## config.mk

```make
export PLATFORM = sky130hd
export DESIGN_NAME = printf_conversion_formatter_unit_flat
export DESIGN_NICKNAME = d
export VERILOG_FILES = /design/src/sv/pfcf_pkg.sv /design/src/sv/pfcf_if.sv /design/src/sv/pfcf_ctrl.sv /design/src/sv/pfcf_dp.sv /design/src/sv/printf_conversion_formatter_unit.sv /design/src/flat_wrapper.sv
export SDC_FILE = /design/constraint.sdc
export NUM_CORES = 1
export LEC_CHECK = 0
export BUFFER_PORTS_ARGS = -buffer_cell sky130_fd_sc_hd__buf_2
export CAP_MARGIN = 20
export CORE_MARGIN = 10
export CORE_UTILIZATION = 35
export CTS_CLUSTER_DIAMETER = 60
export DETAILED_ROUTE_END_ITERATION = 8
export PLACE_DENSITY = 0.53
export SLEW_MARGIN = 10
export SYNTH_ARGS = -nofsm -noshare
export SYNTH_HDL_FRONTEND = slang
export SYNTH_SLANG_ARGS = --single-unit
```

## constraint.sdc

```tcl
create_clock -name clk -period 4.55 [get_ports clk]
set_input_delay 0.2275 -clock clk [delete_from_list [all_inputs] [get_ports clk]]
set_output_delay 0.2275 -clock clk [all_outputs]
set_load 0.02 [all_outputs]
```

## src/sv/pfcf_pkg.sv

```systemverilog
// pfcf_pkg: shared types, constants and helpers of the printf conversion formatter
// used by the channel interfaces, the controller, the datapath and the top level

package pfcf_pkg;

  // payload widths
  localparam int BYTE_W  = 8;
  localparam int ARG_W   = 64;
  localparam int COUNT_W = 31;

  // pointer conversion keeps this many low argument bits
  localparam int ARG_BITS = 64;

  localparam logic [COUNT_W-1:0] COUNT_MAX = {COUNT_W{1'b1}};

  // decimal conversion: 32-bit binary, 10 bcd digits
  localparam int BIN_W      = 32;
  localparam int DEC_DIGITS = 10;
  localparam int BCD_W      = 4 * DEC_DIGITS;
  localparam int DD_W       = BCD_W + BIN_W;
  localparam int DD_CNT_W   = $clog2(BIN_W);

  // digit shift register and its digit count
  localparam int HEX32_DIG = BIN_W / 4;
  localparam int PTR_DIG   = (ARG_BITS + 3) / 4;
  localparam int PTR_SHIFT = ARG_W - 4 * PTR_DIG;
  localparam int DCNT_W    = $clog2(ARG_W / 4 + 1);
  localparam logic [ARG_W-1:0] PTR_MASK = {ARG_W{1'b1}} >> (ARG_W - ARG_BITS);

  // prefix register: up to five bytes
  localparam int PRE_BYTES = 5;
  localparam int PRE_W     = 8 * PRE_BYTES;
  localparam int PCNT_W    = $clog2(PRE_BYTES + 1);

  // character codes
  localparam logic [7:0] CH_NUL   = 8'h00;
  localparam logic [7:0] CH_PCT   = "%";
  localparam logic [7:0] CH_C     = "c";
  localparam logic [7:0] CH_D     = "d";
  localparam logic [7:0] CH_I     = "i";
  localparam logic [7:0] CH_U     = "u";
  localparam logic [7:0] CH_XL    = "x";
  localparam logic [7:0] CH_XU    = "X";
  localparam logic [7:0] CH_P     = "p";
  localparam logic [7:0] CH_S     = "s";
  localparam logic [7:0] CH_MINUS = "-";
  localparam logic [7:0] CH_ZERO  = "0";
  localparam logic [7:0] CH_A_LO  = "a";
  localparam logic [7:0] CH_A_UP  = "A";

  localparam logic [PRE_W-1:0] NIL_TEXT   = "(nil)";
  localparam logic [15:0]      PTR_PREFIX = "0x";

  // what a latched format byte asks for
  typedef enum logic [2:0] {
    K_NONE,
    K_LIT,
    K_CHR,
    K_SDEC,
    K_UDEC,
    K_HEXL,
    K_HEXU,
    K_PTR
  } kind_t;

  // datapath commands
  typedef enum logic [2:0] {
    OP_NONE,
    OP_LOAD,
    OP_SETUP,
    OP_DABBLE,
    OP_DLOAD,
    OP_SHIFT,
    OP_EMIT
  } dp_op_t;

  // datapath status seen by the controller
  typedef struct packed {
    kind_t kind;
    logic  dd_last;
    logic  skip_ok;
    logic  out_free;
    logic  em_last;
  } dp_status_t;

  function automatic logic [7:0] hex_char(input logic [3:0] nib, input logic upper);
    logic [7:0] base;
    base = upper ? CH_A_UP : CH_A_LO;
    if (nib < 4'd10) begin
      hex_char = CH_ZERO + {4'b0, nib};
    end else begin
      hex_char = base + {4'b0, nib} - 8'd10;
    end
  endfunction

endpackage

```

## src/sv/pfcf_if.sv

```systemverilog
// pfcf_if: valid/ready channel interfaces for format requests and output bytes
// depends on pfcf_pkg for payload widths

interface pfcf_in_if;
  import pfcf_pkg::*;

  logic                valid;
  logic                ready;
  logic [BYTE_W-1:0]   fmt_byte;
  logic [ARG_W-1:0]    arg_value;
  logic                string_start;

  modport source (output valid, output fmt_byte, output arg_value, output string_start,
                  input ready);
  modport sink   (input valid, input fmt_byte, input arg_value, input string_start,
                  output ready);
endinterface

interface pfcf_out_if;
  import pfcf_pkg::*;

  logic                valid;
  logic                ready;
  logic [BYTE_W-1:0]   out_byte;
  logic                out_last;
  logic [COUNT_W-1:0]  bytes_written;

  modport source (output valid, output out_byte, output out_last, output bytes_written,
                  input ready);
  modport sink   (input valid, input out_byte, input out_last, input bytes_written,
                  output ready);
endinterface

```

## src/sv/pfcf_ctrl.sv

```systemverilog
// pfcf_ctrl: sequencing state machine of the formatter
// depends on pfcf_pkg for the command and status types

module pfcf_ctrl (
  input  logic                 clk,
  input  logic                 rst_n,
  input  logic                 in_valid,
  output logic                 in_ready,
  input  pfcf_pkg::dp_status_t st,
  output pfcf_pkg::dp_op_t     op
);
  import pfcf_pkg::*;

  typedef enum logic [2:0] {
    S_IDLE,
    S_SETUP,
    S_DABBLE,
    S_DLOAD,
    S_SKIP,
    S_EMIT
  } state_t;

  state_t state_r, state_nxt;
  logic   in_ready_r, in_ready_nxt;

  always_comb begin
    op        = OP_NONE;
    state_nxt = state_r;
    unique case (state_r)
      S_IDLE: begin
        if (in_valid && in_ready_r) begin
          op        = OP_LOAD;
          state_nxt = S_SETUP;
        end
      end
      S_SETUP: begin
        if (st.kind == K_NONE) begin
          state_nxt = S_IDLE;
        end else begin
          op        = OP_SETUP;
          state_nxt = (st.kind == K_SDEC || st.kind == K_UDEC) ? S_DABBLE : S_SKIP;
        end
      end
      S_DABBLE: begin
        op = OP_DABBLE;
        if (st.dd_last) begin
          state_nxt = S_DLOAD;
        end
      end
      S_DLOAD: begin
        op        = OP_DLOAD;
        state_nxt = S_SKIP;
      end
      S_SKIP: begin
        if (st.skip_ok) begin
          op = OP_SHIFT;
        end else begin
          state_nxt = S_EMIT;
        end
      end
      S_EMIT: begin
        if (st.out_free) begin
          op = OP_EMIT;
          if (st.em_last) begin
            state_nxt = S_IDLE;
          end
        end
      end
      default: begin
        state_nxt = S_IDLE;
      end
    endcase
    in_ready_nxt = (state_nxt == S_IDLE);
  end

  always_ff @(posedge clk) begin
    if (!rst_n) begin
      state_r    <= S_IDLE;
      in_ready_r <= 1'b1;
    end else begin
      state_r    <= state_nxt;
      in_ready_r <= in_ready_nxt;
    end
  end

  assign in_ready = in_ready_r;

endmodule

```

## src/sv/pfcf_dp.sv

```systemverilog
// pfcf_dp: datapath of the formatter: byte decode, double-dabble, digit and
// prefix shifters, byte counter and output register; depends on pfcf_pkg

module pfcf_dp (
  input  logic                          clk,
  input  logic                          rst_n,
  input  pfcf_pkg::dp_op_t              op,
  output pfcf_pkg::dp_status_t          st,
  input  logic [pfcf_pkg::BYTE_W-1:0]   in_fmt_byte,
  input  logic [pfcf_pkg::ARG_W-1:0]    in_arg_value,
  input  logic                          in_string_start,
  output logic                          out_valid,
  input  logic                          out_ready,
  output logic [pfcf_pkg::BYTE_W-1:0]   out_byte,
  output logic                          out_last,
  output logic [pfcf_pkg::COUNT_W-1:0]  out_bytes_written
);
  import pfcf_pkg::*;

  // latched request
  logic [BYTE_W-1:0]  byte_r;
  logic [ARG_W-1:0]   arg_r;
  kind_t              kind_r;

  // string state
  logic               pending_r;
  logic [COUNT_W-1:0] count_r;

  // conversion registers
  logic [DD_W-1:0]     dd_r;
  logic [DD_CNT_W-1:0] dd_cnt_r;
  logic [ARG_W-1:0]    dg_r;
  logic [DCNT_W-1:0]   dcnt_r;
  logic [PRE_W-1:0]    pre_r;
  logic [PCNT_W-1:0]   pcnt_r;
  logic                upper_r;

  // output register
  logic               out_valid_r;
  logic [BYTE_W-1:0]  out_byte_r;
  logic               out_last_r;
  logic [COUNT_W-1:0] out_cnt_r;

  logic               pend_eff;
  logic               pend_in;
  kind_t              kind_in;
  logic [BIN_W-1:0]   w_lo;
  logic [BIN_W-1:0]   w_mag;
  logic [ARG_W-1:0]   ptr_val;
  logic [DD_W-1:0]    dd_adj;
  logic [COUNT_W-1:0] count_inc;
  logic [BYTE_W-1:0]  emit_byte;
  logic               em_last;

  // classify the incoming byte against the pending percent
  assign pend_eff = pending_r & ~in_string_start;

  always_comb begin
    kind_in = K_NONE;
    pend_in = 1'b0;
    if (in_fmt_byte == CH_NUL) begin
      kind_in = K_NONE;
    end else if (!pend_eff) begin
      if (in_fmt_byte == CH_PCT) begin
        pend_in = 1'b1;
      end else begin
        kind_in = K_LIT;
      end
    end else begin
      unique case (in_fmt_byte) inside
        CH_C:       kind_in = K_CHR;
        CH_D, CH_I: kind_in = K_SDEC;
        CH_U:       kind_in = K_UDEC;
        CH_XL:      kind_in = K_HEXL;
        CH_XU:      kind_in = K_HEXU;
        CH_P:       kind_in = K_PTR;
        CH_S:       kind_in = K_NONE;
        default:    kind_in = K_LIT;
      endcase
    end
  end

  assign w_lo    = arg_r[BIN_W-1:0];
  assign w_mag   = w_lo[BIN_W-1] ? (~w_lo + 32'd1) : w_lo;
  assign ptr_val = arg_r & PTR_MASK;

  // one double-dabble step: add 3 to every bcd digit of 5 or more
  always_comb begin
    dd_adj = dd_r;
    for (int k = 0; k < DEC_DIGITS; k++) begin
      if (dd_r[BIN_W+4*k +: 4] >= 4'd5) begin
        dd_adj[BIN_W+4*k +: 4] = dd_r[BIN_W+4*k +: 4] + 4'd3;
      end
    end
  end

  assign count_inc = (count_r == COUNT_MAX) ? count_r : count_r + 1'b1;
  assign emit_byte = (pcnt_r != '0) ? pre_r[PRE_W-1 -: 8]
                                    : hex_char(dg_r[ARG_W-1 -: 4], upper_r);
  assign em_last   = (pcnt_r == PCNT_W'(1) && dcnt_r == '0) ||
                     (pcnt_r == '0 && dcnt_r == DCNT_W'(1));

  always_comb begin
    st.kind     = kind_r;
    st.dd_last  = (dd_cnt_r == DD_CNT_W'(BIN_W - 1));
    st.skip_ok  = (dcnt_r > DCNT_W'(1)) && (dg_r[ARG_W-1 -: 4] == 4'd0);
    st.out_free = !out_valid_r || out_ready;
    st.em_last  = em_last;
  end

  // control state
  always_ff @(posedge clk) begin
    if (!rst_n) begin
      pending_r   <= 1'b0;
      count_r     <= '0;
      out_valid_r <= 1'b0;
      dd_cnt_r    <= '0;
    end else begin
      if (op == OP_LOAD) begin
        pending_r <= pend_in;
        if (in_string_start) begin
          count_r <= '0;
        end
      end
      if (op == OP_SETUP) begin
        dd_cnt_r <= '0;
      end else if (op == OP_DABBLE) begin
        dd_cnt_r <= dd_cnt_r + 1'b1;
      end
      if (op == OP_EMIT) begin
        count_r     <= count_inc;
        out_valid_r <= 1'b1;
      end else if (out_ready) begin
        out_valid_r <= 1'b0;
      end
    end
  end

  // payload registers
  always_ff @(posedge clk) begin
    case (op)
      OP_LOAD: begin
        byte_r <= in_fmt_byte;
        arg_r  <= in_arg_value;
        kind_r <= kind_in;
      end
      OP_SETUP: begin
        upper_r <= (kind_r == K_HEXU);
        case (kind_r)
          K_LIT: begin
            pre_r  <= {byte_r, {(PRE_W-8){1'b0}}};
            pcnt_r <= PCNT_W'(1);
            dcnt_r <= '0;
          end
          K_CHR: begin
            pre_r  <= {arg_r[7:0], {(PRE_W-8){1'b0}}};
            pcnt_r <= PCNT_W'(1);
            dcnt_r <= '0;
          end
          K_SDEC: begin
            pre_r  <= {CH_MINUS, {(PRE_W-8){1'b0}}};
            pcnt_r <= {{(PCNT_W-1){1'b0}}, w_lo[BIN_W-1]};
            dcnt_r <= '0;
            dd_r   <= {{BCD_W{1'b0}}, w_mag};
          end
          K_UDEC: begin
            pcnt_r <= '0;
            dcnt_r <= '0;
            dd_r   <= {{BCD_W{1'b0}}, w_lo};
          end
          K_HEXL, K_HEXU: begin
            pcnt_r <= '0;
            dg_r   <= {w_lo, {(ARG_W-BIN_W){1'b0}}};
            dcnt_r <= DCNT_W'(HEX32_DIG);
          end
          K_PTR: begin
            if (ptr_val == '0) begin
              pre_r  <= NIL_TEXT;
              pcnt_r <= PCNT_W'(PRE_BYTES);
              dcnt_r <= '0;
            end else begin
              pre_r  <= {PTR_PREFIX, {(PRE_W-16){1'b0}}};
              pcnt_r <= PCNT_W'(2);
              dg_r   <= ptr_val << PTR_SHIFT;
              dcnt_r <= DCNT_W'(PTR_DIG);
            end
          end
          default: begin
            pcnt_r <= '0;
            dcnt_r <= '0;
          end
        endcase
      end
      OP_DABBLE: begin
        dd_r <= {dd_adj[DD_W-2:0], 1'b0};
      end
      OP_DLOAD: begin
        dg_r   <= {dd_r[DD_W-1 -: BCD_W], {(ARG_W-BCD_W){1'b0}}};
        dcnt_r <= DCNT_W'(DEC_DIGITS);
      end
      OP_SHIFT: begin
        dg_r   <= dg_r << 4;
        dcnt_r <= dcnt_r - 1'b1;
      end
      OP_EMIT: begin
        out_byte_r <= emit_byte;
        out_last_r <= em_last;
        out_cnt_r  <= count_inc;
        if (pcnt_r != '0) begin
          pre_r  <= pre_r << 8;
          pcnt_r <= pcnt_r - 1'b1;
        end else begin
          dg_r   <= dg_r << 4;
          dcnt_r <= dcnt_r - 1'b1;
        end
      end
      default: begin
      end
    endcase
  end

  assign out_valid         = out_valid_r;
  assign out_byte          = out_byte_r;
  assign out_last          = out_last_r;
  assign out_bytes_written = out_cnt_r;

endmodule

```

## src/sv/printf_conversion_formatter_unit.sv

```systemverilog
// printf_conversion_formatter_unit: top level of the integer printf formatter
// depends on pfcf_pkg, pfcf_if, pfcf_ctrl and pfcf_dp
//
// usage
//   in_chan takes one format byte per request, with its argument and a
//   string_start flag that opens a new string (clears a pending percent and
//   the byte count). out_chan gives the emitted ascii bytes, 0 to 18 per
//   request, with out_last on the final byte of a request and the running,
//   saturating byte count of the string.
//   one request is worked on at a time; in_chan.ready rises again once the
//   last byte is loaded, or right after decode when the request owes none.
//   a decimal request (%d %i %u) first runs the double-dabble conversion;
//   hex and decimal digits then skip their leading zeros before emission
//   reset (synchronous, active low) clears the pending percent, the byte
//   count and the output register, and leaves the block ready
//   a stalled receiver holds the byte in the output register; the sequencer
//   waits with the next byte, and a new request may be taken while the last
//   byte of the previous one is still waiting

module printf_conversion_formatter_unit (
  input logic        clk,
  input logic        rst_n,
  pfcf_in_if.sink    in_chan,
  pfcf_out_if.source out_chan
);
  import pfcf_pkg::*;

  dp_op_t     op;
  dp_status_t st;

  // sequencer: walks decode, conversion and byte emission
  pfcf_ctrl u_ctrl (
    .clk      (clk),
    .rst_n    (rst_n),
    .in_valid (in_chan.valid),
    .in_ready (in_chan.ready),
    .st       (st),
    .op       (op)
  );

  // datapath: decode, double-dabble, shifters, counter and output register
  pfcf_dp u_dp (
    .clk               (clk),
    .rst_n             (rst_n),
    .op                (op),
    .st                (st),
    .in_fmt_byte       (in_chan.fmt_byte),
    .in_arg_value      (in_chan.arg_value),
    .in_string_start   (in_chan.string_start),
    .out_valid         (out_chan.valid),
    .out_ready         (out_chan.ready),
    .out_byte          (out_chan.out_byte),
    .out_last          (out_chan.out_last),
    .out_bytes_written (out_chan.bytes_written)
  );

  // a request is only loaded on an accepted handshake
  a_load_on_accept: assert property (@(posedge clk) disable iff (!rst_n)
    op == OP_LOAD |-> in_chan.valid && in_chan.ready)
    else $error("load without accepted request");

  // one request at a time: ready drops right after an accept
  a_one_at_a_time: assert property (@(posedge clk) disable iff (!rst_n)
    in_chan.valid && in_chan.ready |=> !in_chan.ready)
    else $error("request accepted while busy");

  // a byte is only written into a free output register
  a_emit_free: assert property (@(posedge clk) disable iff (!rst_n)
    op == OP_EMIT |-> st.out_free)
    else $error("output register overwritten");

  // every delivered byte has been counted
  a_count_nonzero: assert property (@(posedge clk) disable iff (!rst_n)
    out_chan.valid |-> out_chan.bytes_written != '0)
    else $error("byte delivered with zero count");

endmodule

```

## src/flat_wrapper.sv

```systemverilog
// flat-port wrapper written by rule: the top's interface ports become plain ports
module printf_conversion_formatter_unit_flat import pfcf_pkg::*;
  (clk, rst_n, in_chan_valid, in_chan_fmt_byte, in_chan_arg_value, in_chan_string_start, in_chan_ready, out_chan_valid, out_chan_out_byte, out_chan_out_last, out_chan_bytes_written, out_chan_ready);
  pfcf_in_if in_chan_i ();
  pfcf_out_if out_chan_i ();
  input logic clk;
  input logic rst_n;
  input wire logic [$bits(in_chan_i.valid)-1:0] in_chan_valid;
  input wire logic [$bits(in_chan_i.fmt_byte)-1:0] in_chan_fmt_byte;
  input wire logic [$bits(in_chan_i.arg_value)-1:0] in_chan_arg_value;
  input wire logic [$bits(in_chan_i.string_start)-1:0] in_chan_string_start;
  output wire logic [$bits(in_chan_i.ready)-1:0] in_chan_ready;
  output wire logic [$bits(out_chan_i.valid)-1:0] out_chan_valid;
  output wire logic [$bits(out_chan_i.out_byte)-1:0] out_chan_out_byte;
  output wire logic [$bits(out_chan_i.out_last)-1:0] out_chan_out_last;
  output wire logic [$bits(out_chan_i.bytes_written)-1:0] out_chan_bytes_written;
  input wire logic [$bits(out_chan_i.ready)-1:0] out_chan_ready;
  assign in_chan_i.valid = in_chan_valid;
  assign in_chan_i.fmt_byte = in_chan_fmt_byte;
  assign in_chan_i.arg_value = in_chan_arg_value;
  assign in_chan_i.string_start = in_chan_string_start;
  assign in_chan_ready = in_chan_i.ready;
  assign out_chan_valid = out_chan_i.valid;
  assign out_chan_out_byte = out_chan_i.out_byte;
  assign out_chan_out_last = out_chan_i.out_last;
  assign out_chan_bytes_written = out_chan_i.bytes_written;
  assign out_chan_i.ready = out_chan_ready;
  printf_conversion_formatter_unit u_core (.clk(clk), .rst_n(rst_n), .in_chan(in_chan_i), .out_chan(out_chan_i));
endmodule
```

Word-level counts from Yosys, hierarchy flattened
Index checks and enable logic that the tools add are counted.
W data, S select, Z words.
Storage, ports and cells
  bits in registers: 342
  input bits: 77
  logic and storage cells: 179
  output and inout bits: 42
Cells by class
  equality and inequality tests: 37
  bitwise logic cells: 4
  add/sub/neg operators: 18
  reduce and logical (&&, ||, !) cells: 33
  magnitude comparators: 12
  muxes and demuxes: 57
Operator list (count)
  $pmux W72 S2: 2
  $pmux W64 S4: 1
  $pmux W40 S4: 1
  $mux W64: 2
  $pmux W64 S2: 1
  $mux W31: 4
  $pmux W40 S2: 1
  $eq A8 B7 Y1 const B: 8
  $logic_not A64 Y1: 1
  $ge A4 B3 Y1 const B: 10
  $mux W40: 1
  $mux W3: 13
  $mux W37: 1
  $add A4 B2 Y4 const B: 9
  $mux W4: 9
  $pmux W3 S6: 2
  $add A32 B1 Y32 const B: 1
  $mux W32: 1
  $not A32 Y32: 1
  $add A31 B1 Y31 const B: 1
  $eq A31 B31 Y1 const B: 1
  $eq A3 B3 Y1 const B: 9
  $pmux W3 S7: 1
  $pmux W5 S4: 1
  other kinds (43): 79

Logic depth before layout (Yosys ltp)
Gate-level depths: netlist (run 1).
  word-level depth: 7
  depth in mapped cells: 9
  depth with buffers taken out: 7

By module
Synthesis (run 1) repeated with hierarchy kept, for this count alone.
Unflattened totals
  cell total of the unflattened synthesis: 1483
  area total of the unflattened synthesis: 16225.6 um^2
Modules (own cells, without submodules)
  pfcf_dp: area each 15961.6 um^2, cells an instance 1446, sequential area each 9078.7 um^2, times used 1
  pfcf_ctrl: area each 264.0 um^2, cells an instance 37, sequential area each 80.1 um^2, times used 1

Worst setup path after synthesis (run 1)
Ideal clock, no wire load.
  kind: reg-to-reg
  start: register u_core.u_dp.dcnt_r[0]
  end: register u_core.u_dp.dg_r[0], enable pin
  arrival: 3.511 ns
  required time: 4.122 ns
  setup time: 0.428 ns
  stages on the path, launching flop included: 7
  path buffers: 0
  path slack: 0.611 ns
  clock period less this slack: 3.939 ns
  path through: edfxtp_1 ha_1 o21bai_1 a2111oi_0 a21oi_1 nand2_1 a22o_1
Between the ends
  cells in the longest elaborated chain, start to end: 7
  elaborated cells on any way between the ends: 13
  those cells by class: order compare: 1; eq/ne: 7; mux: 2; reduce/logical: 3
Ends and longest elaborated chain
  from (decl): line pfcf_dp.sv:33  | logic [DCNT_W-1:0] dcnt_r;
  from (signal assigned): line pfcf_dp.sv:174  | dcnt_r <= DCNT_W'(HEX32_DIG);
  from (signal assigned): line pfcf_dp.sv:185  | dcnt_r <= DCNT_W'(PTR_DIG);
  from (signal assigned): line pfcf_dp.sv:199  | dcnt_r <= DCNT_W'(DEC_DIGITS);
  $gt A5 B1 Y1 (*): line pfcf_dp.sv:106  | st.skip_ok = (dcnt_r > DCNT_W'(1)) && (dg_r[ARG_W-1 -: 4] == 4'd0);
  $logic_and A1 B1 Y1 (*): line pfcf_dp.sv:106
  $mux W3 (*): line pfcf_ctrl.sv:55  | if (st.skip_ok) begin
  $pmux W3 S6 (*): line pfcf_ctrl.sv:29  | unique case (state_r)
  $eq A3 B2 Y1 or $eq A3 B3 Y1 (tied branches): line pfcf_dp.sv:141  | case (op)
  $ne A3 B1 Y1 (no line) (tied with other cells)
  $reduce_and A4 Y1 (no line) (*)
  to (signal assigned): line pfcf_dp.sv:173  | dg_r <= {w_lo, {(ARG_W-BIN_W){1'b0}}};
  to (signal assigned): line pfcf_dp.sv:184  | dg_r <= ptr_val << PTR_SHIFT;
  to (signal assigned): line pfcf_dp.sv:198  | dg_r <= {dd_r[DD_W-1 -: BCD_W], {(ARG_W-BCD_W){1'b0}}};
  to (decl): line pfcf_dp.sv:32  | logic [ARG_W-1:0] dg_r;
Every way passes the cells marked *; elsewhere a longest branch is shown, timed or not.
A chain may end at the register's enable or synchronous reset.

Worst setup path in the final report (run 1)
  start: register u_core.u_dp.arg_r[0]
  end: register u_core.u_dp.dg_r[47], enable pin
Between the ends
  cells in the longest elaborated chain, start to end: 3
Ends and longest elaborated chain
  from (decl): line pfcf_dp.sv:22  | logic [ARG_W-1:0] arg_r;
  from (signal assigned): line pfcf_dp.sv:144  | arg_r <= in_arg_value;
  $logic_not A64 Y1: line pfcf_dp.sv:177  | if (ptr_val == '0) begin
  $ne A3 B3 Y1 (no line)
  $reduce_and A4 Y1 (no line)
Every way passes these cells.

==> results of run 1 <==
## registers in the layout, indices dropped and copies added (netlist names)
signal / cells
u_core.u_dp.count_r: 31
u_core.u_dp.pre_r: 17
u_core.u_dp.pcnt_r: 3
u_core.u_dp.dd_r: 72
u_core.u_ctrl.in_ready: 1
u_core.u_dp.arg_r: 64
u_core.u_dp.dg_r: 64
u_core.u_dp.dd_cnt_r: 5
u_core.u_dp.out_byte: 8
u_core.u_dp.out_last: 1
u_core.u_dp.out_valid: 1
u_core.u_dp.pending_r: 1
u_core.u_dp.byte_r: 8
u_core.u_dp.kind_r: 3
u_core.u_ctrl.state_r: 3
u_core.u_dp.upper_r: 1
u_core.u_dp.out_bytes_written: 31
u_core.u_dp.dcnt_r: 5
## final timing paths
path | depth (start not counted) | slack, ps | to
worst min-delay path | 3 | 40 | u_core.u_dp.dd_cnt_r[1]
worst min register to register | 2 | 460 | u_core.u_dp.dd_cnt_r[4]
worst max-delay path | 8 | 960 | u_core.u_dp.dg_r[47]
worst max register to register | 8 | 960 | u_core.u_dp.dg_r[47]
## power groups by stage
stage | logic (mW) | clock network [mW] | registers, mW
after floorplan | 1.02 | 0 | 4.13
after global placement | 1.45 | 0 | 4.26
after detailed placement | 1.45 | 0 | 4.27
after CTS | 1.51 | 3.07 | 4.21
after global routing | 1.68 | 3.17 | 4.26
final | 1.50 | 2.99 | 4.21
## cells in the mapped netlist (9+ instances only)
cell type	n	area [um2]
ha_1	32	400
xnor2_1	46	403
or4_1	9	67.6
a21oi_1	55	275
inv_1	55	206
and2_1	12	75.1
nor4_1	20	125
o21bai_1	12	90.1
nor2b_1	16	100
dfxtp_1	42	841
nand2b_1	10	62.6
a21o_1	13	97.6
mux2i_1	34	340
or2_2	9	56.3
a31oi_1	23	144
a22o_1	24	210
o21ai_0	94	470
a22oi_1	43	323
nand2_1	132	495
xor2_1	29	254
o211ai_1	11	82.6
clkbuf_1	66	248
nand4_1	17	106
nor3_1	40	200
and3_1	10	62.6
nand3_1	23	115
or3_1	15	93.8
edfxtp_1	277	8320
nor2_1	97	364
a211oi_1	15	113
## cell families after synthesis
logic type,count (synthesis),synth area share (%)
flip-flops,319,59.3
AND/OR/NAND/NOR,432,13.8
XOR/XNOR,75,4.25
buffers and inverters,133,3.33
adder cells (fa/ha/maj),32,2.59
AO/OA/AOI/OAI,337,14.4
multiplexers,36,2.35
## area by class of cell
class / instances / area [um2]
multi-input cells: 912 / 5820
well taps: 585 / 732
inverters: 55 / 206
fillers: 4157 / 24800
clock buffers: 50 / 1030
diodes: 1 / 2.50
repair buffers: 210 / 1460
clock inverters: 20 / 201
flip-flops and latches: 319 / 9160
## critical path, stage by stage (launching register included)
cell,delay (ps)
edfxtp_1,440
inv_1,140
ha_1,210
or4b_2,680
or3_1,450
nor3_4,280
nand4_1,120
a22o_2,540
buf_4,400
## per-layer routing
layer	part of all wire [%]	wire length, um	GRT usage (%)	vias to the layer above
li1	-	-	-	5450
met1	45	18300	19.5	5348
met2	48	19600	25.1	243
met3	4.6	1890	2.88	67
met4	3.2	1330	6.02	0
met5	0	0	0	-
## per-stage QoR
step	util, %	power (mW)	hold WS (ps)	worst slack, ps	area, um2
detailed placement	38.4	5.72	406	962	16600
floorplan	-	5.14	326	611	15400
finish	42.9	8.70	44.9	963	18600
global placement	38.4	5.71	405	1050	16600
global route	42.9	9.11	52.0	783	18600
CTS	42.9	8.80	8.66	938	18600
==> flow_metrics.env, run 1 <==
export IMPL_worstSetupStartpointType="flop"
export IMPL_grt_max_degree=52
export IMPL_gp_congestion=0.841
export IMPL_avgSynthCellArea_um2=11.3
export IMPL_timing_final_crit_share_pct=78.8
export IMPL_drt_pass1_iterations=5
export IMPL_area_growth_pct=20.4
export IMPL_syn_num_nets=1473
export IMPL_synth_edf_count=277
export IMPL_cts_root_buf="clkbuf_16"
export IMPL_dieArea_mm2=0.0529
export IMPL_vias=11100
export IMPL_grt_pass1_vias=11100
export IMPL_antenna_found_initial=1
export IMPL_die_h_um=230
export IMPL_ys_types=66
export IMPL_min_from="rst_n"
export IMPL_outcome="finished clean"
export IMPL_final_setup_tns_ps=0
export IMPL_arrival_ps=3850
export IMPL_r2r_start="u_core.u_dp.arg_r[0]"
export IMPL_crit_type="reg2reg"
export IMPL_cts_buffer_depth=3
export IMPL_routedWlPerCell_um=19.1
export IMPL_dpl_hpwl_mm=28.6
export IMPL_drv_cap=0
export IMPL_cts_tree="done"
export IMPL_combPwrFrac_pct=17.2
export IMPL_grt_first_pass_wirelength_mm=64.0
export IMPL_rows=76
export IMPL_layout_common_cells="277 x edfxtp_1, 132 x nand2_1, 119 x buf_2, 96 x nor2_1, 93 x o21ai_0"
export IMPL_power_frac_seq_pct=48.4
export IMPL_holdBufCountCts=72
export IMPL_cp_startpoint="u_core.u_dp.arg_r[0]"
export IMPL_cts_buffers_inserted=38
export IMPL_syn_area_mm2=0.0154
export IMPL_p_leak_nw=6.78
export IMPL_num_io_pins=119
export IMPL_worst_pin_slew_ps=970
export IMPL_stdcell_count=2152
export IMPL_rsz0062_at_grt="false"
export IMPL_end_kind="flop"
export IMPL_synth_ff_type="edfxtp_1"
export IMPL_die_x_um=230
export IMPL_clockPowerShare_pct=34.4
export IMPL_cp_required_ps=4810
export IMPL_clock_latency_ps=560
export IMPL_vias_per_cell=5.16
export IMPL_route_detailed_drc=0
export IMPL_cts_resized=0
export IMPL_groute_usage_overall_pct=15.2
export IMPL_hp_class="in2reg"
export IMPL_final_common_cell="edfxtp_1"
export IMPL_layout_nets=1645
export IMPL_power_switching_mw=2.54
export IMPL_min_period_ps=3590
export IMPL_netlist_instances=1364
export IMPL_drive_gt1_share_pct=14.8
export IMPL_portBuffers=118
export IMPL_critPathMaxFanout=34
export IMPL_yosysSeqAreaShare_pct=59.3
export IMPL_wl_mm=41.1
export IMPL_coreArea_mm2=0.0434
export IMPL_synth_warnings=0
export IMPL_internal_power_mw=6.16
export IMPL_ir_drop_mv=0.296
export IMPL_clkSinkCount=319
export IMPL_ant_nets=0
export IMPL_ys_ff_latch=319
export IMPL_htreeDepth=2
export IMPL_p_per_area_mw_per_mm2=468
export IMPL_grt_remaining_overflow=0
export IMPL_slew_viol_final=0
export IMPL_hold_violations=0
export IMPL_cts_setup_buffers=0
export IMPL_placed_cells=2007
export IMPL_maxSlewHeadroom_pct=34.8
export IMPL_setup_viol=0
export IMPL_skew_ps=20.6
export IMPL_drt_iter0_markers=825
export IMPL_initial_core_util_pct=35.6
export IMPL_clkTransAtPathRegs_ps=60
export IMPL_swShare_pct=29.2
export IMPL_max_freq_mhz=279
export IMPL_async_reset_ff_share_pct=0
Power figures use the tool's default switching activity.
==> run 2: changes to the inputs <==
--- a/config.mk
+++ b/config.mk
@@ -5,13 +5,14 @@
 export SDC_FILE = /design/constraint.sdc
 export NUM_CORES = 1
 export LEC_CHECK = 0
+export ABC_AREA = 1
 export BUFFER_PORTS_ARGS = -buffer_cell sky130_fd_sc_hd__buf_2
 export CAP_MARGIN = 20
 export CORE_MARGIN = 10
 export CORE_UTILIZATION = 35
 export CTS_CLUSTER_DIAMETER = 60
 export DETAILED_ROUTE_END_ITERATION = 8
-export PLACE_DENSITY = 0.53
+export PLACE_DENSITY = 0.55
 export SLEW_MARGIN = 10
 export SYNTH_ARGS = -nofsm -noshare
 export SYNTH_HDL_FRONTEND = slang
==> constraint.sdc (replaced) <==
create_clock -name clk -period 3.3 [get_ports clk]
set_input_delay 0.165 -clock clk [delete_from_list [all_inputs] [get_ports clk]]
set_output_delay 0.165 -clock clk [all_outputs]
set_load 0.02 [all_outputs]
==> run 2 against run 1 <==
  * Critical path depth rose by 3
  * Fmax rose by 20%
  * Power rose by 50%
  * First-iteration DRC count rose by 22%
  * Cell count rose by 19%
  * Critical path type unchanged
  * Synthesized cell count rose by 27%
  * Clock power rose by 35%
  * Highest routed layer unchanged
==> flow_metrics.env, run 2 <==
export IMPL_dpl_cell_area_mm2=0.0173
export IMPL_drive_gt1_share_pct=12.9
export IMPL_avgSynthCellArea_um2=9.19
export IMPL_yosysSeqAreaShare_pct=57.3
export IMPL_synth_top_area_cell="edfxtp_1"
export IMPL_yosys_cell_count_top_type="nand2_1"
export IMPL_clkSinkCount=319
export IMPL_hold_violations=0
export IMPL_drt_pass1_iterations=6
export IMPL_synth_area_top_cells="edfxtp_1 52%, nand2_1 11%, dfxtp_1 5.3%"
export IMPL_synth_compound_area_share_pct=10.4
export IMPL_yosys_area_top_type_share_pct=52.1
export IMPL_end_kind="flop"
export IMPL_timing_final_crit_share_pct=90.9
export IMPL_syn_num_nets=1848
export IMPL_rrSetupSlack_ps=300
export IMPL_clock_latency_ps=560
export IMPL_final_common_cell="nand2_1"
export IMPL_clkTransAtPathRegs_ps=60
export IMPL_dpl_hpwl_mm=31.0
export IMPL_synth_edf_count=277
export IMPL_min_period_ps=3000
export IMPL_synth_fa_ha_area_share_pct=2.51
export IMPL_internal_power_mw=8.87
export IMPL_grt_pass1_vias=12200
export IMPL_layout_nets=2052
export IMPL_synthMuxAreaShare_pct=0
export IMPL_reg_top3="u_core.u_dp.dd_r x72, u_core.u_dp.arg_r x64, u_core.u_dp.dg_r x64"
export IMPL_grt_remaining_overflow=0
export IMPL_num_io_pins=119
export IMPL_dp_slack_ps=245
export IMPL_placed_cells=2428
export IMPL_die_h_um=234
export IMPL_synth_cells_most_frequent="486 x nand2_1, 277 x edfxtp_1, 183 x inv_1, 163 x nor2_1, 104 x o21ai_0"
export IMPL_routedWlPerCell_um=16.9
export IMPL_synth_top_family_by_area="simple AND/OR/NAND/NOR gates"
export IMPL_p_per_area_mw_per_mm2=678
export IMPL_rsz0062_at_grt="false"
export IMPL_max_freq_mhz=333
export IMPL_r2r_start="u_core.u_dp.arg_r[0]"
export IMPL_route_detailed_drc=0
export IMPL_hold_path_end="u_core.u_dp.kind_r[0]"
export IMPL_regArea_mm2=0.00916
export IMPL_fin_ws_ps=299
export IMPL_arrival_ps=3300
export IMPL_vias_per_cell=4.90
export IMPL_critPathMaxFanout=25
export IMPL_die_x_um=234
export IMPL_swShare_pct=32.0
export IMPL_cts_buffer_depth=3
export IMPL_multi_input_area_mm2=0.00588
export IMPL_cts_buffers_inserted=38
export IMPL_gp_congestion=0.932
export IMPL_worst_pin_slew_ps=867
export IMPL_vias=12600
export IMPL_largest_register_ffs=72
export IMPL_ir_drop_mv=0.377
export IMPL_synth_simple_area_share_pct=21.8
export IMPL_stdcell_count=2566
export IMPL_initial_core_util_pct=35.3
export IMPL_antenna_cells=0
export IMPL_grt_max_degree=73
export IMPL_fillers=4479
export IMPL_ff2ff_path_depth=11
export IMPL_fin_area_mm2=0.0192
export IMPL_post_route_util_pct=42.5
export IMPL_async_reset_ff_share_pct=0
export IMPL_final_setup_tns_ps=0
export IMPL_min_from="in_chan_string_start"
export IMPL_cp_required_ps=3600
export IMPL_antenna_found_initial=0
export IMPL_crit_type="reg2reg"
export IMPL_drt_iter0_markers=1007
export IMPL_rows=78
export IMPL_whs_ps=145
export IMPL_portBuffers=118
export IMPL_grt_first_pass_wirelength_mm=68.1
export IMPL_groute_usage_overall_pct=15.8
export IMPL_hp_class="in2reg"
export IMPL_layout_common_cells="486 x nand2_1, 277 x edfxtp_1, 182 x inv_1, 162 x nor2_1, 118 x buf_2"
export IMPL_min_path_cells=5
export IMPL_skew_ps=33.1
export IMPL_slew_viol_final=0
export IMPL_ys_ff_latch=319
export IMPL_outcome="finished clean"
export IMPL_combPwrFrac_pct=22.4
export IMPL_total_power_mw=13.0
export IMPL_p_leak_nw=7.59
export IMPL_cts_resized=0
export IMPL_htreeDepth=2
export IMPL_wl_mm=43.5
export IMPL_maxSlewHeadroom_pct=42.2
export IMPL_dieArea_mm2=0.0546
export IMPL_syn_area_mm2=0.0160
export IMPL_ant_nets=0
export IMPL_synth_xor_area_share_pct=1.81
export IMPL_power_frac_seq_pct=46.7
export IMPL_drv_cap=0
export IMPL_coreArea_mm2=0.0453
export IMPL_setup_viol=0
export IMPL_area_growth_pct=20.4
export IMPL_synth_ff_type="edfxtp_1"
export IMPL_power_switching_mw=4.18
export IMPL_synth_warnings=0
export IMPL_netlist_instances=1739
export IMPL_ys_types=46
export IMPL_top_register="u_core.u_dp.dd_r"
export IMPL_worstSetupStartpointType="flop"
export IMPL_clockPowerShare_pct=30.9
export IMPL_cts_tree="done"
export IMPL_cts_root_buf="clkbuf_16"
export IMPL_r2r_end="u_core.u_dp.dg_r[26]"
-- run 2: how the worst max path moves through the flow --
stage	from	end	slack (ps)	cells after the start
6_report	u_core.u_dp.arg_r[0]	u_core.u_dp.dg_r[26]	300	11
3_5_place_dp	u_core.u_dp.dg_r[60]	u_core.u_dp.dg_r[53]	240	11
2_1_floorplan	u_core.u_ctrl.state_r[1]	u_core.u_dp.count_r[10]	90	8
3_3_place_gp	u_core.u_dp.dg_r[60]	u_core.u_dp.dg_r[52]	270	11
5_1_grt	u_core.u_dp.arg_r[0]	u_core.u_dp.dg_r[23]	150	11
4_1_cts	u_core.u_dp.dg_r[60]	u_core.u_dp.dg_r[44]	240	11
-- run 2: layer usage --
layer / global-route usage [%] / up-vias / routed length (um)
li1: - / 6251 / -
met1: 22.1 / 5929 / 20700
met2: 24.3 / 343 / 19400
met3: 2.97 / 58 / 2460
met4: 5.04 / 0 / 917
met5: 0 / - / 0
-- run 2: logic make-up after synthesis --
| family | count (synthesis) |
|---|---|
| AO/OA/AOI/OAI | 284 |
| flip-flops | 319 |
| XOR/XNOR | 33 |
| adder cells (fa/ha/maj) | 32 |
| buffers and inverters | 247 |
| AND/OR/NAND/NOR | 824 |
-- run 2: repair_timing --
item / 4_1_cts / 5_1_grt
endpoints found under the hold margin: 76 / 0
setup buffers: 0 / 0
hold buffers: 74 / 0
-- run 2: cell type report --
| cell class | instances | share of cell area, % |
|---|---|---|
| flip-flops and latches | 319 | 47.6 |
| multi-input cells | 1173 | 30.6 |
| repair buffers | 216 | 8.03 |
| clock buffers | 47 | 5.17 |
| well taps | 600 | 3.90 |
| inverters | 195 | 3.81 |
| clock inverters | 16 | 0.885 |
-- run 2: power by group through the flow --
stage | Sequential (mW) | Combinational [mW] | Clock [mW]
2_1_floorplan | 6.05 | 1.84 | 0
3_3_place_gp | 6.16 | 2.79 | 0
3_5_place_dp | 6.17 | 2.82 | 0
4_1_cts | 6.09 | 2.90 | 4.13
5_1_grt | 6.17 | 3.30 | 4.30
6_report | 6.09 | 2.93 | 4.03
-- run 2: worst max-delay path, stage by stage (launching register included) --
cell and delay [ps]:
edfxtp_1 380, inv_1 160, ha_1 210, nand2_1 80, nor2_1 340, nand3_1 130, nor2_1 340, nand2_1 170
o21ai_0 330, nor2_4 180, buf_16 210, buf_4 200
==> run 3: changes to the inputs <==
--- a/config.mk
+++ b/config.mk
@@ -8,11 +8,14 @@
 export ABC_AREA = 1
 export BUFFER_PORTS_ARGS = -buffer_cell sky130_fd_sc_hd__buf_2
 export CAP_MARGIN = 20
+export CELL_PAD_IN_SITES_DETAIL_PLACEMENT = 0
+export CELL_PAD_IN_SITES_GLOBAL_PLACEMENT = 1
+export CORE_ASPECT_RATIO = 1.25
 export CORE_MARGIN = 10
 export CORE_UTILIZATION = 35
 export CTS_CLUSTER_DIAMETER = 60
 export DETAILED_ROUTE_END_ITERATION = 8
-export PLACE_DENSITY = 0.55
+export PLACE_DENSITY = 0.67
 export SLEW_MARGIN = 10
 export SYNTH_ARGS = -nofsm -noshare
 export SYNTH_HDL_FRONTEND = slang
==> run 3 against run 2 <==
  * Routed wire length increased by 0.46%
  * Clock skew decreased by 7.7 ps
  * Cell count decreased by 0.94%
  * Register-to-register slack improved by 30 ps
  * Clock power increased by 5.7%
  * Sequential power about the same
==> flow_metrics.env, run 3 (synthesis gave the netlist of run 2 again) <==
export IMPL_cts_buffer_depth=3
export IMPL_grt_first_pass_wirelength_mm=68.1
export IMPL_cp_cell_sequence="inv_1 > ha_1 > nand2_1 > nor2_1 > nand3_1 > nor2_1 > nand2_1 > o21ai_0 > nor2_4 > buf_4"
export IMPL_groute_usage_overall_pct=15.8
export IMPL_layout_nets=2046
export IMPL_die_x_um=211
export IMPL_largest_register_ffs=72
export IMPL_hp_class="in2reg"
export IMPL_portBuffers=118
export IMPL_outcome="finished clean"
export IMPL_grt_pass1_vias=12400
export IMPL_htreeDepth=2
export IMPL_ant_nets=0
export IMPL_num_io_pins=119
export IMPL_cts_resized=0
export IMPL_cts_buffers_inserted=38
export IMPL_dieArea_mm2=0.0547
export IMPL_top_register="u_core.u_dp.dd_r"
export IMPL_setup_viol=0
export IMPL_fillers=4452
export IMPL_min_period_ps=2970
export IMPL_post_route_util_pct=42.6
export IMPL_crit_type="reg2reg"
export IMPL_layout_common_cells="486 x nand2_1, 277 x edfxtp_1, 182 x inv_1, 162 x nor2_1, 118 x buf_2"
export IMPL_drt_iter0_markers=775
export IMPL_cts_tree="done"
export IMPL_rows=87
export IMPL_grt_max_degree=87
export IMPL_fin_ws_ps=333
export IMPL_final_common_cell="nand2_1"
export IMPL_antenna_cells=0
export IMPL_die_h_um=259
export IMPL_arrival_ps=3150
export IMPL_skew_ps=25.4
export IMPL_area_growth_pct=20.5
export IMPL_clkTransAtPathRegs_ps=60
export IMPL_initial_core_util_pct=35.4
export IMPL_drt_pass1_iterations=5
export IMPL_grt_remaining_overflow=0
export IMPL_drive_gt1_share_pct=13.1
export IMPL_worstSetupStartpointType="flop"
export IMPL_cp_required_ps=3480
export IMPL_dp_slack_ps=291
export IMPL_worst_pin_slew_ps=1010
export IMPL_cpPeakStageDelay_ps=410
export IMPL_antenna_found_initial=0
export IMPL_cts_root_buf="clkbuf_16"
export IMPL_rrSetupSlack_ps=330
export IMPL_final_setup_tns_ps=0
export IMPL_maxSlewHeadroom_pct=32.7
export IMPL_vias_per_cell=4.90
export IMPL_drv_cap=0
export IMPL_critPathMaxFanout=64
export IMPL_hold_violations=0
export IMPL_rsz0062_at_grt="false"
export IMPL_p_leak_nw=7.62
export IMPL_cp_slowest_cell="edfxtp_1"
export IMPL_timing_final_crit_share_pct=89.9
export IMPL_reg_top3="u_core.u_dp.dd_r x72, u_core.u_dp.arg_r x64, u_core.u_dp.dg_r x64"
export IMPL_route_detailed_drc=0
export IMPL_clkSinkCount=319
export IMPL_coreArea_mm2=0.0452
export IMPL_dpl_hpwl_mm=31.6
export IMPL_slew_viol_final=0
export IMPL_p_per_area_mw_per_mm2=684
export IMPL_routedWlPerCell_um=17.2
export IMPL_max_freq_mhz=337
export IMPL_wl_mm=43.7
export IMPL_vias=12400
export IMPL_end_kind="flop"
export IMPL_ir_drop_mv=0.420
export IMPL_clock_latency_ps=560
export IMPL_gp_congestion=0.859
## run 3: cell count changes in the layout (fill, tap and decap cells not counted), moves of 2 or more
cell / change
buf_4: -6
clkbuf_1: -6
clkinv_2: +4
clkbuf_16: +3
clkbuf_8: +2
clkinvlp_4: +2
## run 3: stage by stage
stage,cells,area (um2),hold WS (ps),total power [mW]
global route,2542,19300,116,13.9
CTS,2542,19300,77.3,13.3
finish,2542,19300,108,13.2
detailed placement,2401,17200,343,8.95
floorplan,1739,16000,241,7.90
global placement,2401,17200,342,8.91
## run 3: final timing paths
| check | start | end | cells after the start |
|---|---|---|---|
| min | in_chan_string_start | u_core.u_dp.kind_r[0] | 5 |
| min reg2reg | u_core.u_dp.dd_cnt_r[4] | u_core.u_dp.dd_cnt_r[4] | 2 |
| max | u_core.u_dp.arg_r[0] | u_core.u_dp.dg_r[55] | 10 |
| max reg2reg | u_core.u_dp.arg_r[0] | u_core.u_dp.dg_r[55] | 10 |
## run 3: critical path: cells and delay by family, from the launching register on
family / cells / cell delay, ps
and+or+nand+nor: 6 / 1090
adders and majority gates: 1 / 200
DFF: 1 / 410
AOI/OAI and AO/OA: 1 / 320
buffers and inverters: 2 / 510
## run 3: final cells by class
cell class              instances  area [um2]  share of cell area (%)
flip-flops and latches        319        9160                    47.6
multi-input cells            1173        5880                    30.5
repair buffers                210        1490                    7.75
clock buffers                  46        1070                    5.58
inverters                     195         732                    3.80
well taps                     578         723                    3.76
clock inverters                21         191                   0.994
## run 3: what timing repair did
item | CTS | global route
hold endpoints to repair | 76 | 0
hold buffers | 74 | 0
setup buffers | 0 | 0
## run 3: layer usage
metal	part of all wire [%]	up-vias	global-route usage, %	wire length, um
met1	42	5890	18.7	18100
met3	4.3	71	2.52	1870
li1	-	6239	-	-
met2	51	249	28.1	22300
met5	0	-	0	0
met4	3.2	0	6.11	1390
## run 3: power by group
part / switching, mW / total, mW / internal (mW)
clock: 1.71 / 4.26 / 2.55
sequential: 0.456 / 6.11 / 5.65
combinational: 2.00 / 2.80 / 0.801
